File: src/sv/u2a_pkg.sv
// ----------------------------------------------------------------------------
// u2a_pkg: shared types and constants for the unsigned-to-ASCII digit unit
// Holds the request record, digit limits, ASCII anchors and the digit map.
// ----------------------------------------------------------------------------
package u2a_pkg;

  // Largest number of digits a 32-bit value can produce (base ten)
  localparam int unsigned DigitsMax = 10;
  localparam int unsigned DigitIdxW = $clog2(DigitsMax);

  // ASCII anchors
  localparam logic [6:0] AsciiZero = 7'h30;
  localparam logic [6:0] AsciiUpA  = 7'h41;

  // Reciprocal of ten: floor(v / 10) == (v * Recip10) >> Recip10Shift for 32-bit v
  localparam logic [31:0] Recip10      = 32'hCCCC_CCCD;
  localparam int unsigned Recip10Shift = 35;

  // One request as it waits between the front and back parts
  typedef struct packed {
    logic [31:0] value;
    logic        hex_mode;
  } u2a_req_t;

  // Map a digit 0..15 onto its ASCII character
  function automatic logic [6:0] digit_to_ascii(input logic [3:0] d);
    logic [6:0] res;
    if (d >= 4'd10) begin
      res = AsciiUpA + 7'(d - 4'd10);
    end else begin
      res = AsciiZero + 7'(d);
    end
    return res;
  endfunction

endpackage

File: src/sv/u2a_front.sv
// ----------------------------------------------------------------------------
// u2a_front: request intake and two-entry queue
// Accepts requests from the input channel and holds them for the back part.
// ----------------------------------------------------------------------------
module u2a_front (
  input  logic              clk_i,
  input  logic              rst_ni,
  input  logic              in_valid_i,
  output logic              in_stall_o,
  input  logic [31:0]       value_i,
  input  logic              hex_mode_i,
  output logic              req_valid_o,
  output u2a_pkg::u2a_req_t req_o,
  input  logic              req_pop_i
);
  import u2a_pkg::*;

  u2a_req_t   ent_q [2];
  logic       wr_ptr_q, wr_ptr_d;
  logic       rd_ptr_q, rd_ptr_d;
  logic [1:0] fill_q, fill_d;
  logic       push;
  logic       pop;
  u2a_req_t   new_req;

  // Build the request record from the port fields
  always_comb begin
    new_req.value    = value_i;
    new_req.hex_mode = hex_mode_i;
  end

  assign in_stall_o  = (fill_q == 2'd2);
  assign push        = in_valid_i && !in_stall_o;
  assign pop         = req_pop_i && req_valid_o;
  assign req_valid_o = (fill_q != 2'd0);
  assign req_o       = ent_q[rd_ptr_q];

  // Advance pointers and fill level
  always_comb begin
    wr_ptr_d = push ? ~wr_ptr_q : wr_ptr_q;
    rd_ptr_d = pop ? ~rd_ptr_q : rd_ptr_q;
    fill_d   = fill_q;
    if (push && !pop) begin
      fill_d = fill_q + 2'd1;
    end else if (pop && !push) begin
      fill_d = fill_q - 2'd1;
    end
  end

  always_ff @(posedge clk_i or negedge rst_ni) begin
    if (!rst_ni) begin
      wr_ptr_q <= 1'b0;
      rd_ptr_q <= 1'b0;
      fill_q   <= 2'd0;
    end else begin
      wr_ptr_q <= wr_ptr_d;
      rd_ptr_q <= rd_ptr_d;
      fill_q   <= fill_d;
    end
  end

  // Store the incoming request
  always_ff @(posedge clk_i) begin
    if (push) begin
      ent_q[wr_ptr_q] <= new_req;
    end
  end

endmodule

File: src/sv/u2a_back.sv
// ----------------------------------------------------------------------------
// u2a_back: digit conversion and character emission
// Splits the value into digits least significant first, one per cycle, into a
// small digit store, then plays them back most significant first.
// ----------------------------------------------------------------------------
module u2a_back (
  input  logic              clk_i,
  input  logic              rst_ni,
  input  logic              req_valid_i,
  input  u2a_pkg::u2a_req_t req_i,
  output logic              req_pop_o,
  output logic              out_valid_o,
  input  logic              out_stall_i,
  output logic [6:0]        ascii_char_o,
  output logic              last_char_o
);
  import u2a_pkg::*;

  localparam logic [1:0] StIdle = 2'd0;
  localparam logic [1:0] StConv = 2'd1;
  localparam logic [1:0] StEmit = 2'd2;

  logic [1:0]           state_q, state_d;
  logic                 first_q, first_d;
  logic                 pend_q, pend_d;
  logic [DigitIdxW-1:0] cnt_q, cnt_d;
  logic [DigitIdxW-1:0] idx_q, idx_d;
  logic                 out_valid_q, out_valid_d;

  logic [31:0]          cur_q;
  logic [31:0]          prv_q;
  logic                 hex_q;
  logic [3:0]           dig_q [DigitsMax];
  logic [6:0]           char_q;
  logic                 last_q;

  logic [63:0]          prod;
  logic [31:0]          quot;
  logic [3:0]           digit;
  logic                 split;
  logic                 out_free;
  logic                 load_out;
  logic                 wr_dig;
  logic                 do_split;

  // Quotient of the current value by the base
  assign prod  = 64'(cur_q) * 64'(Recip10);
  assign quot  = hex_q ? (cur_q >> 4) : 32'(prod[63:Recip10Shift]);
  assign split = first_q || (cur_q != 32'd0);

  // Remainder: previous value less base times its quotient (low nibble is exact)
  assign digit = hex_q ? prv_q[3:0]
                       : prv_q[3:0] - {cur_q[0], 3'b000} - {cur_q[2:0], 1'b0};

  assign out_free = !out_valid_q || !out_stall_i;

  // Sequence the request through conversion and emission
  always_comb begin
    state_d     = state_q;
    first_d     = first_q;
    pend_d      = pend_q;
    cnt_d       = cnt_q;
    idx_d       = idx_q;
    out_valid_d = out_valid_q;
    req_pop_o   = 1'b0;
    load_out    = 1'b0;
    wr_dig      = 1'b0;
    do_split    = 1'b0;
    if (out_valid_q && !out_stall_i) begin
      out_valid_d = 1'b0;
    end
    case (state_q)
      StIdle: begin
        if (req_valid_i) begin
          req_pop_o = 1'b1;
          state_d   = StConv;
          first_d   = 1'b1;
          pend_d    = 1'b0;
          cnt_d     = '0;
        end
      end
      StConv: begin
        if (pend_q) begin
          wr_dig = 1'b1;
          cnt_d  = cnt_q + 1'b1;
        end
        if (split) begin
          do_split = 1'b1;
          first_d  = 1'b0;
          pend_d   = 1'b1;
        end else begin
          pend_d  = 1'b0;
          idx_d   = cnt_q;
          state_d = StEmit;
        end
      end
      StEmit: begin
        if (out_free) begin
          load_out    = 1'b1;
          out_valid_d = 1'b1;
          if (idx_q == '0) begin
            state_d = StIdle;
          end else begin
            idx_d = idx_q - 1'b1;
          end
        end
      end
      default: begin
        state_d = StIdle;
      end
    endcase
  end

  always_ff @(posedge clk_i or negedge rst_ni) begin
    if (!rst_ni) begin
      state_q     <= StIdle;
      first_q     <= 1'b0;
      pend_q      <= 1'b0;
      cnt_q       <= '0;
      idx_q       <= '0;
      out_valid_q <= 1'b0;
    end else begin
      state_q     <= state_d;
      first_q     <= first_d;
      pend_q      <= pend_d;
      cnt_q       <= cnt_d;
      idx_q       <= idx_d;
      out_valid_q <= out_valid_d;
    end
  end

  // Hold the value being divided and the digit store
  always_ff @(posedge clk_i) begin
    if (req_pop_o) begin
      cur_q <= req_i.value;
      hex_q <= req_i.hex_mode;
    end else if (do_split) begin
      prv_q <= cur_q;
      cur_q <= quot;
    end
    if (wr_dig) begin
      dig_q[cnt_q] <= digit;
    end
    if (load_out) begin
      char_q <= digit_to_ascii(dig_q[idx_q]);
      last_q <= (idx_q == '0);
    end
  end

  assign out_valid_o  = out_valid_q;
  assign ascii_char_o = char_q;
  assign last_char_o  = last_q;

endmodule

File: src/sv/unsigned_to_ascii_digits_unit.sv
// ----------------------------------------------------------------------------
// unsigned_to_ascii_digits_unit: 32-bit unsigned to ASCII digit stream
// Emits the decimal or upper-case hexadecimal digits of a value, most
// significant first, without leading zeros, one character per output transfer.
// ----------------------------------------------------------------------------
// A request occupies the converter while it is picked up, while its digits are
// split off through the divide-by-ten reciprocal multiplier (a shift in hex
// mode), and while they are played back out of the digit store, one character
// a cycle when the output is not stalled.
// A two-entry queue in front takes new requests while the converter is busy.
// Zero gives a single '0'; the final character has last_char_o set.
module unsigned_to_ascii_digits_unit (
  input  logic        clk_i,
  input  logic        rst_ni,
  input  logic        in_valid_i,
  output logic        in_stall_o,
  input  logic [31:0] value_i,
  input  logic        hex_mode_i,
  output logic        out_valid_o,
  input  logic        out_stall_i,
  output logic [6:0]  ascii_char_o,
  output logic        last_char_o
);
  import u2a_pkg::*;

  logic     req_valid;
  u2a_req_t req;
  logic     req_pop;

  u2a_front u_front (
    .clk_i       (clk_i),
    .rst_ni      (rst_ni),
    .in_valid_i  (in_valid_i),
    .in_stall_o  (in_stall_o),
    .value_i     (value_i),
    .hex_mode_i  (hex_mode_i),
    .req_valid_o (req_valid),
    .req_o       (req),
    .req_pop_i   (req_pop)
  );

  u2a_back u_back (
    .clk_i        (clk_i),
    .rst_ni       (rst_ni),
    .req_valid_i  (req_valid),
    .req_i        (req),
    .req_pop_o    (req_pop),
    .out_valid_o  (out_valid_o),
    .out_stall_i  (out_stall_i),
    .ascii_char_o (ascii_char_o),
    .last_char_o  (last_char_o)
  );

endmodule

File: config.mk
export PLATFORM = sky130hd
export DESIGN_NAME = unsigned_to_ascii_digits_unit
export DESIGN_NICKNAME = d
export VERILOG_FILES = /design/src/sv/u2a_pkg.sv /design/src/sv/u2a_front.sv /design/src/sv/u2a_back.sv /design/src/sv/unsigned_to_ascii_digits_unit.sv
export SDC_FILE = /design/constraint.sdc
export NUM_CORES = 1
export LEC_CHECK = 0
export ABC_AREA = 1
export BUFFER_PORTS_ARGS = -buffer_cell sky130_fd_sc_hd__buf_2
export CAP_MARGIN = 20
export CORE_UTILIZATION = 60
export DETAILED_ROUTE_END_ITERATION = 8
export PLACE_DENSITY_LB_ADDON = 0.12
export SLEW_MARGIN = 40
export SYNTH_ARGS = -nofsm -noshare
export SYNTH_HDL_FRONTEND = slang
export SYNTH_HIERARCHICAL = 1
export SYNTH_SLANG_ARGS = --single-unit
export TNS_END_PERCENT = 1
File: constraint.sdc
create_clock -name clk_i -period 14.8 [get_ports clk_i]
set_input_delay 2.96 -clock clk_i [delete_from_list [all_inputs] [get_ports clk_i]]
set_output_delay 2.96 -clock clk_i [all_outputs]
set_load 0.05 [all_outputs]
# Word level (Yosys, flattened, before mapping)
# Memories as Yosys holds them, arrays and structs flattened.
# Index checks and enable logic that the tools add are counted.
word_totals:
  reg_bits: 62
  word_cells: 105
  mem_count: 2
  ramBits: 106
  input_bits: 37
  out_inout_bits: 10
op_classes:
  n_bitwise: 3
  n_eq_ne: 10
  mux: 39
  addsub: 9
  n_reduce_logical: 26
  multipliers: 1
  magnitude_cmp: 1
memory_table:
  columns: ["name", "words", "word_bits", "rd", "rd_clocked_by_memory_dff", "wr", "line", "source"]
  rows:
  - ["u_front.ent_q", 2, 33, 1, 0, 1, "u2a_front.sv:18", "u2a_req_t ent_q [2];"]
  - ["u_back.dig_q", 10, 4, 1, 0, 1, "u2a_back.sv:33", "logic [3:0] dig_q [DigitsMax];"]
op_table:
  columns: ["cell", "n"]
  rows:
  - ["32-bit by 32-bit multiplier with 64-bit output (second input constant)", 1]
  - ["32-bit two-way mux", 2]
  - ["32-bit nonzero test", 1]
  - ["29-bit two-way mux", 1]
  - ["4-bit two-way mux", 6]
  - ["1-bit two-way mux", 18]
  - ["4-bit case mux with 2 select lines", 2]
  - ["2-bit two-way mux", 6]
  - ["2-bit nonzero test", 5]
  - ["2-bit by 1-bit != test with 1-bit output (second input constant)", 4]
  - ["4-bit AND reduction", 2]
  - ["4-bit subtractor", 2]
  - ["6-bit by 4-bit adder with 7-bit output (first input constant)", 1]
  - ["7-bit adder (first input constant)", 1]
  - ["7-bit two-way mux", 1]
  - ["2-bit != test (second input constant)", 3]
  - ["2-bit case mux with 3 select lines", 1]
  - ["3-bit AND reduction", 2]
  - ["1-bit logical AND", 5]
  - ["1-bit zero test", 5]
  - ["4-bit by 4-bit subtractor with 5-bit output (second input constant)", 1]
  - ["4-bit by 1-bit adder with 4-bit output (second input constant)", 1]
  - ["2-bit == test (second input constant)", 2]
  - ["4-bit >= comparator (second input constant)", 1]
  - ["10 further kinds", 15]

# Longest topological paths before layout
depth:
  ltp_word: 7
  depth_mapped: 33
  mapped_depth_nobuf: 32

# Modules after synthesis
# Netlist, hierarchy kept.
modules_own_cells:
  columns: ["mod", "instances", "seq_area_each_um2", "area_each_um2", "cells_each"]
  rows:
  - ["u2a_back", 1, 2877.8, 23721.5, 2869]
  - ["u2a_front", 1, 2082.0, 2666.3, 204]

# Worst setup path before layout
# OpenSTA, ideal clock, no wires.
synth_path:
  kind: "register to register"
  start: "reg u_back.cur_q[20]"
  end: "reg u_back.cur_q[26], data pin"
  slack_ns: 8.674
  synth_period_minus_slack_ns: 6.126
  path_stages_with_launch: 28
  setup_time_ns: 0.252
  required_time_ns: 14.548
  arrival_time_ns: 5.874
  n_path_buf: 0
  path_cell_list: "edfxtp_1 inv_1 ha_1 inv_1 fa_1 inv_1 fa_1 inv_1 fa_1 inv_1 fa_1 fa_1 fa_1 inv_1 fa_1 inv_1 ha_1 nand2_1 nor2_1 inv_2 nor3_2 nand2_1 nor3_2 nand2_1 nand3_1 nand3_1 nand2_1 nand2_1"
synth_via:
  elab_chain_len: 4
synth_rtl:
  columns: ["element", "line", "source"]
  rows:
  - ["start: declaration", "u2a_back.sv:30", "logic [31:0] cur_q;"]
  - ["start signal: assignment", "u2a_back.sv:135", "cur_q <= req_i.value;"]
  - ["start signal: assignment", "u2a_back.sv:139", "cur_q <= quot;"]
  - ["32-bit by 32-bit multiplier with 64-bit output", "u2a_back.sv:47", "assign prod = 64'(cur_q) * 64'(Recip10);"]
  - ["29-bit two-way mux", "u2a_back.sv:48", "assign quot = hex_q ? (cur_q >> 4) : 32'(prod[63:Recip10Shift]);"]
  - ["32-bit two-way mux", "u2a_back.sv:137", "end else if (do_split) begin"]
  - ["32-bit two-way mux", "u2a_back.sv:134", "if (req_pop_o) begin"]
# No other way between the ends. The select of a mux whose other input is x is not followed.
# A chain may end at the register's enable or synchronous reset.

# Worst setup path after layout
layout_path:
  start: "reg u_back.cur_q[21]"
  end: "reg u_back.cur_q[15], data pin"
# The elaborated chain is that of the path after synthesis.

==> results.py <==
metrics = {
    "die": {
        "die_width_um": 212,
        "core_area_sq_mm": 0.0433,
        "num_io_pins": 47,
        "initial_core_util": 0.610,
        "rows": 76,
        "die_h_um": 212,
        "design.die.area_sq_mm": 0.0448,
    },
    "sta": {
        "slew_headroom": 0.451,
        "setup_tns_ns": 0,
        "max_freq_ghz": 0.126,
        "skew_ns": 0.0132,
        "hold_viol_final": 0,
        "grt_setup_unrepaired": "false",
        "period_minus_slack_ns": 7.96,
        "post-route-period-util": 0.538,
        "setup_violations": 0,
        "tightestPinTransition_ns": 0.819,
        "slew_viol_final": 0,
    },
    "worst_setup_path": {
        "worstSetupStartpoint": "u_back/cur_q[21]$_DFFE_PP_",
        "critical_path_class": "flop to flop",
        "cp_slowest_cell": "edfxtp_1",
        "critical-path-max-stage-delay_ns": 0.74,
        "rr_startpoint": "u_back/cur_q[21]$_DFFE_PP_",
        "worstSetupEndpointType": "flop",
        "critPathMaxFanout": 6,
        "cp_data_required_time_ns": 14.93,
        "cp.arrival_ns": 8.09,
        "cp-start-kind": "flop",
        "worst-path-buf-inv": 7,
        "cpLargestDelayFamily": "adder cells",
    },
    "grt": {
        "grt_pass1_vias": 21500,
        "antenna_found_initial": 0,
        "grt_pass1_wl_um": 128000,
        "grt_usage": 0.394,
        "gr-total-overflow": 0,
        "grt_start_max_net_pins": 52,
    },
    "clocking": {
        "insertion_delay_ns": 0.45,
        "clock_sinks": 168,
        "clock-root-buffer": "clkbuf_16",
        "postCtsSetupRepairBufs": 0,
        "post_cts_resized": 0,
        "cts_buffer_depth": 2,
        "h-tree-depth": 4,
        "clk_pin_slew_ns": 0.08,
        "cts_tree": "done",
        "cts_hold_buf": 0,
        "cts_buffers": 17,
    },
    "cells_and_area": {
        "ff_latch_area_sq_mm": 0.00496,
        "layout_commonest_cell": "inv_1",
        "syn_to_final_growth_pct": 5.55,
        "multiInputGateArea_sq_mm": 0.0181,
        "antenna_cells": 0,
        "drive_gt1_frac": 0.0396,
        "nFillCells": 3689,
        "layout_common_cells": "inv_1 (840), nand2_1 (718), fa_1 (386)",
        "final_nets": 3915,
    },
    "outcome": {
        "status": "complete, no violations",
    },
    "min_path": {
        "hold_path_class": "flop to flop",
        "hold_start": "u_front/fill_q[1]$_DFFE_PN0P_",
    },
    "placement": {
        "io_buffer_count": 46,
        "post-dp-hpwl_um": 72000,
        "gp_routability_congestion": 1.10,
    },
    "yosys": {
        "syn-instance-count": 3073,
        "synth_edf_count": 151,
        "syn_area_sq_mm": 0.0264,
        "ys_seq_elements": 168,
        "synthDistinctLibCells": 44,
        "synth_top_area_frac": 0.293,
        "yosys.area.top_type": "fa_1",
        "avgSynthCellArea_sq_um": 8.59,
        "dominantRegCellSynth": "edfxtp_1",
        "synth_nets": 3873,
        "synth.area.top_cells": "fa_1 (29%), ha_1 (18%), edfxtp_1 (17%)",
        "ys_async_sr_fraction": 0.101,
        "synth_seq_area_share": 0.188,
        "yosysWarningCount": 6,
    },
    "detailed_routing": {
        "antenna_left": 0,
        "vias": 20500,
        "drt-pass1-iter-count": 7,
        "drt_iter0_drc": 1910,
        "via_per_inst": 5.53,
        "wl_per_cell_um": 22.5,
        "drt_wl_total_um": 83500,
        "route.detailed.drc": 0,
    },
    "flow_run": {
        "maxCapViolCount": 0,
    },
}
==> worst paths after layout <==
kind,endpoint,slack (ns),cells past startpoint
setup / recovery,u_back/cur_q[15]$_DFFE_PP_,6.84,26
hold / removal,u_front/fill_q[1]$_DFFE_PN0P_,0.49,2
setup reg to reg,u_back/cur_q[15]$_DFFE_PP_,6.84,26
hold reg to reg,u_front/fill_q[1]$_DFFE_PN0P_,0.49,2
max in group asynchronous,u_back/idx_q[2]$_DFFE_PN0P_,12.08,1
min in group asynchronous,u_back/cnt_q[1]$_DFFE_PN0P_,2.43,1
==> final cells by class <==
class / instances / area share
Multi-Input combinational cell: 2025 / 0.649
Sequential cell: 168 / 0.178
Inverter: 850 / 0.115
Tap cell: 585 / 0.0263
Clock buffer: 17 / 0.0153
Timing Repair Buffer: 53 / 0.0102
Clock inverter: 15 / 0.00633
==> stage by stage <==
step	area [sq um]	hold WS (ns)	utilization	setup WS [ns]	cells
final	27900	0.492	0.644	6.84	3713
after global routing	27900	0.519	0.644	6.65	3713
after CTS	27800	0.493	0.644	6.97	3713
after detailed placement	27200	0.474	0.630	7.03	3681
after global placement	27200	0.458	0.629	6.96	3681
after floorplan	26400	0.442	-	8.67	3073
==> state kept, by name, indices dropped and copies added, names as in the netlist, 2 cells and up <==
register and cells:
u_front/ent_q 66, u_back/dig_q 40, u_back/state_q 2, u_back/cur_q 32, u_back/cnt_q 4, u_back/ascii_char_o 7
u_back/idx_q 4, u_back/prv_q 4, u_front/fill_q 2
==> worst reg2reg max path, delay by kind of cell (launching register included) <==
kind | cells | cell delay (ns)
and+or+nand+nor | 10 | 1.59
DFF | 1 | 0.74
buffers and inverters | 7 | 0.73
adders and majority gates | 9 | 4.59
==> cell families (layout without fill, tap and decap cells) <==
| kind of cell | Yosys count | in the layout | synth area share |
|---|---|---|---|
| AO/OA/AOI/OAI | 198 | 198 | 0.0405 |
| XOR/XNOR | 54 | 54 | 0.0179 |
| adder cells (fa/ha/maj) | 763 | 763 | 0.472 |
| buffers and inverters | 880 | 935 | 0.128 |
| flip-flops | 168 | 168 | 0.188 |
| AND/OR/NAND/NOR | 1010 | 1010 | 0.154 |
==> cells in the mapped netlist (5+ instances only) <==
cell type,number
xor2_1,38
nand2_1,718
a21oi_1,101
nor3_1,15
buf_6,5
a21o_1,6
edfxtp_1,151
xnor2_1,16
o21ai_0,49
o21bai_1,14
nor2_1,135
fa_1,386
or2_2,6
inv_2,7
nand2_2,8
nor4_1,5
o21ai_1,14
ha_1,377
buf_4,5
nand4_1,11
clkbuf_1,16
nand3_1,96
o22ai_1,7
dfrtp_1,17
inv_1,840
==> layer usage <==
layer	vias up	global-route usage	part of all wire
met5	-	0	0
met4	0	0.170	0.045
met3	204	0.0556	0.077
met2	971	0.643	0.47
met1	10000	0.525	0.41
li1	9349	-	-
Power is left out: the tool's default activity adds up to more than one toggle a clock period on the data nets, which glitch-free logic cannot reach.
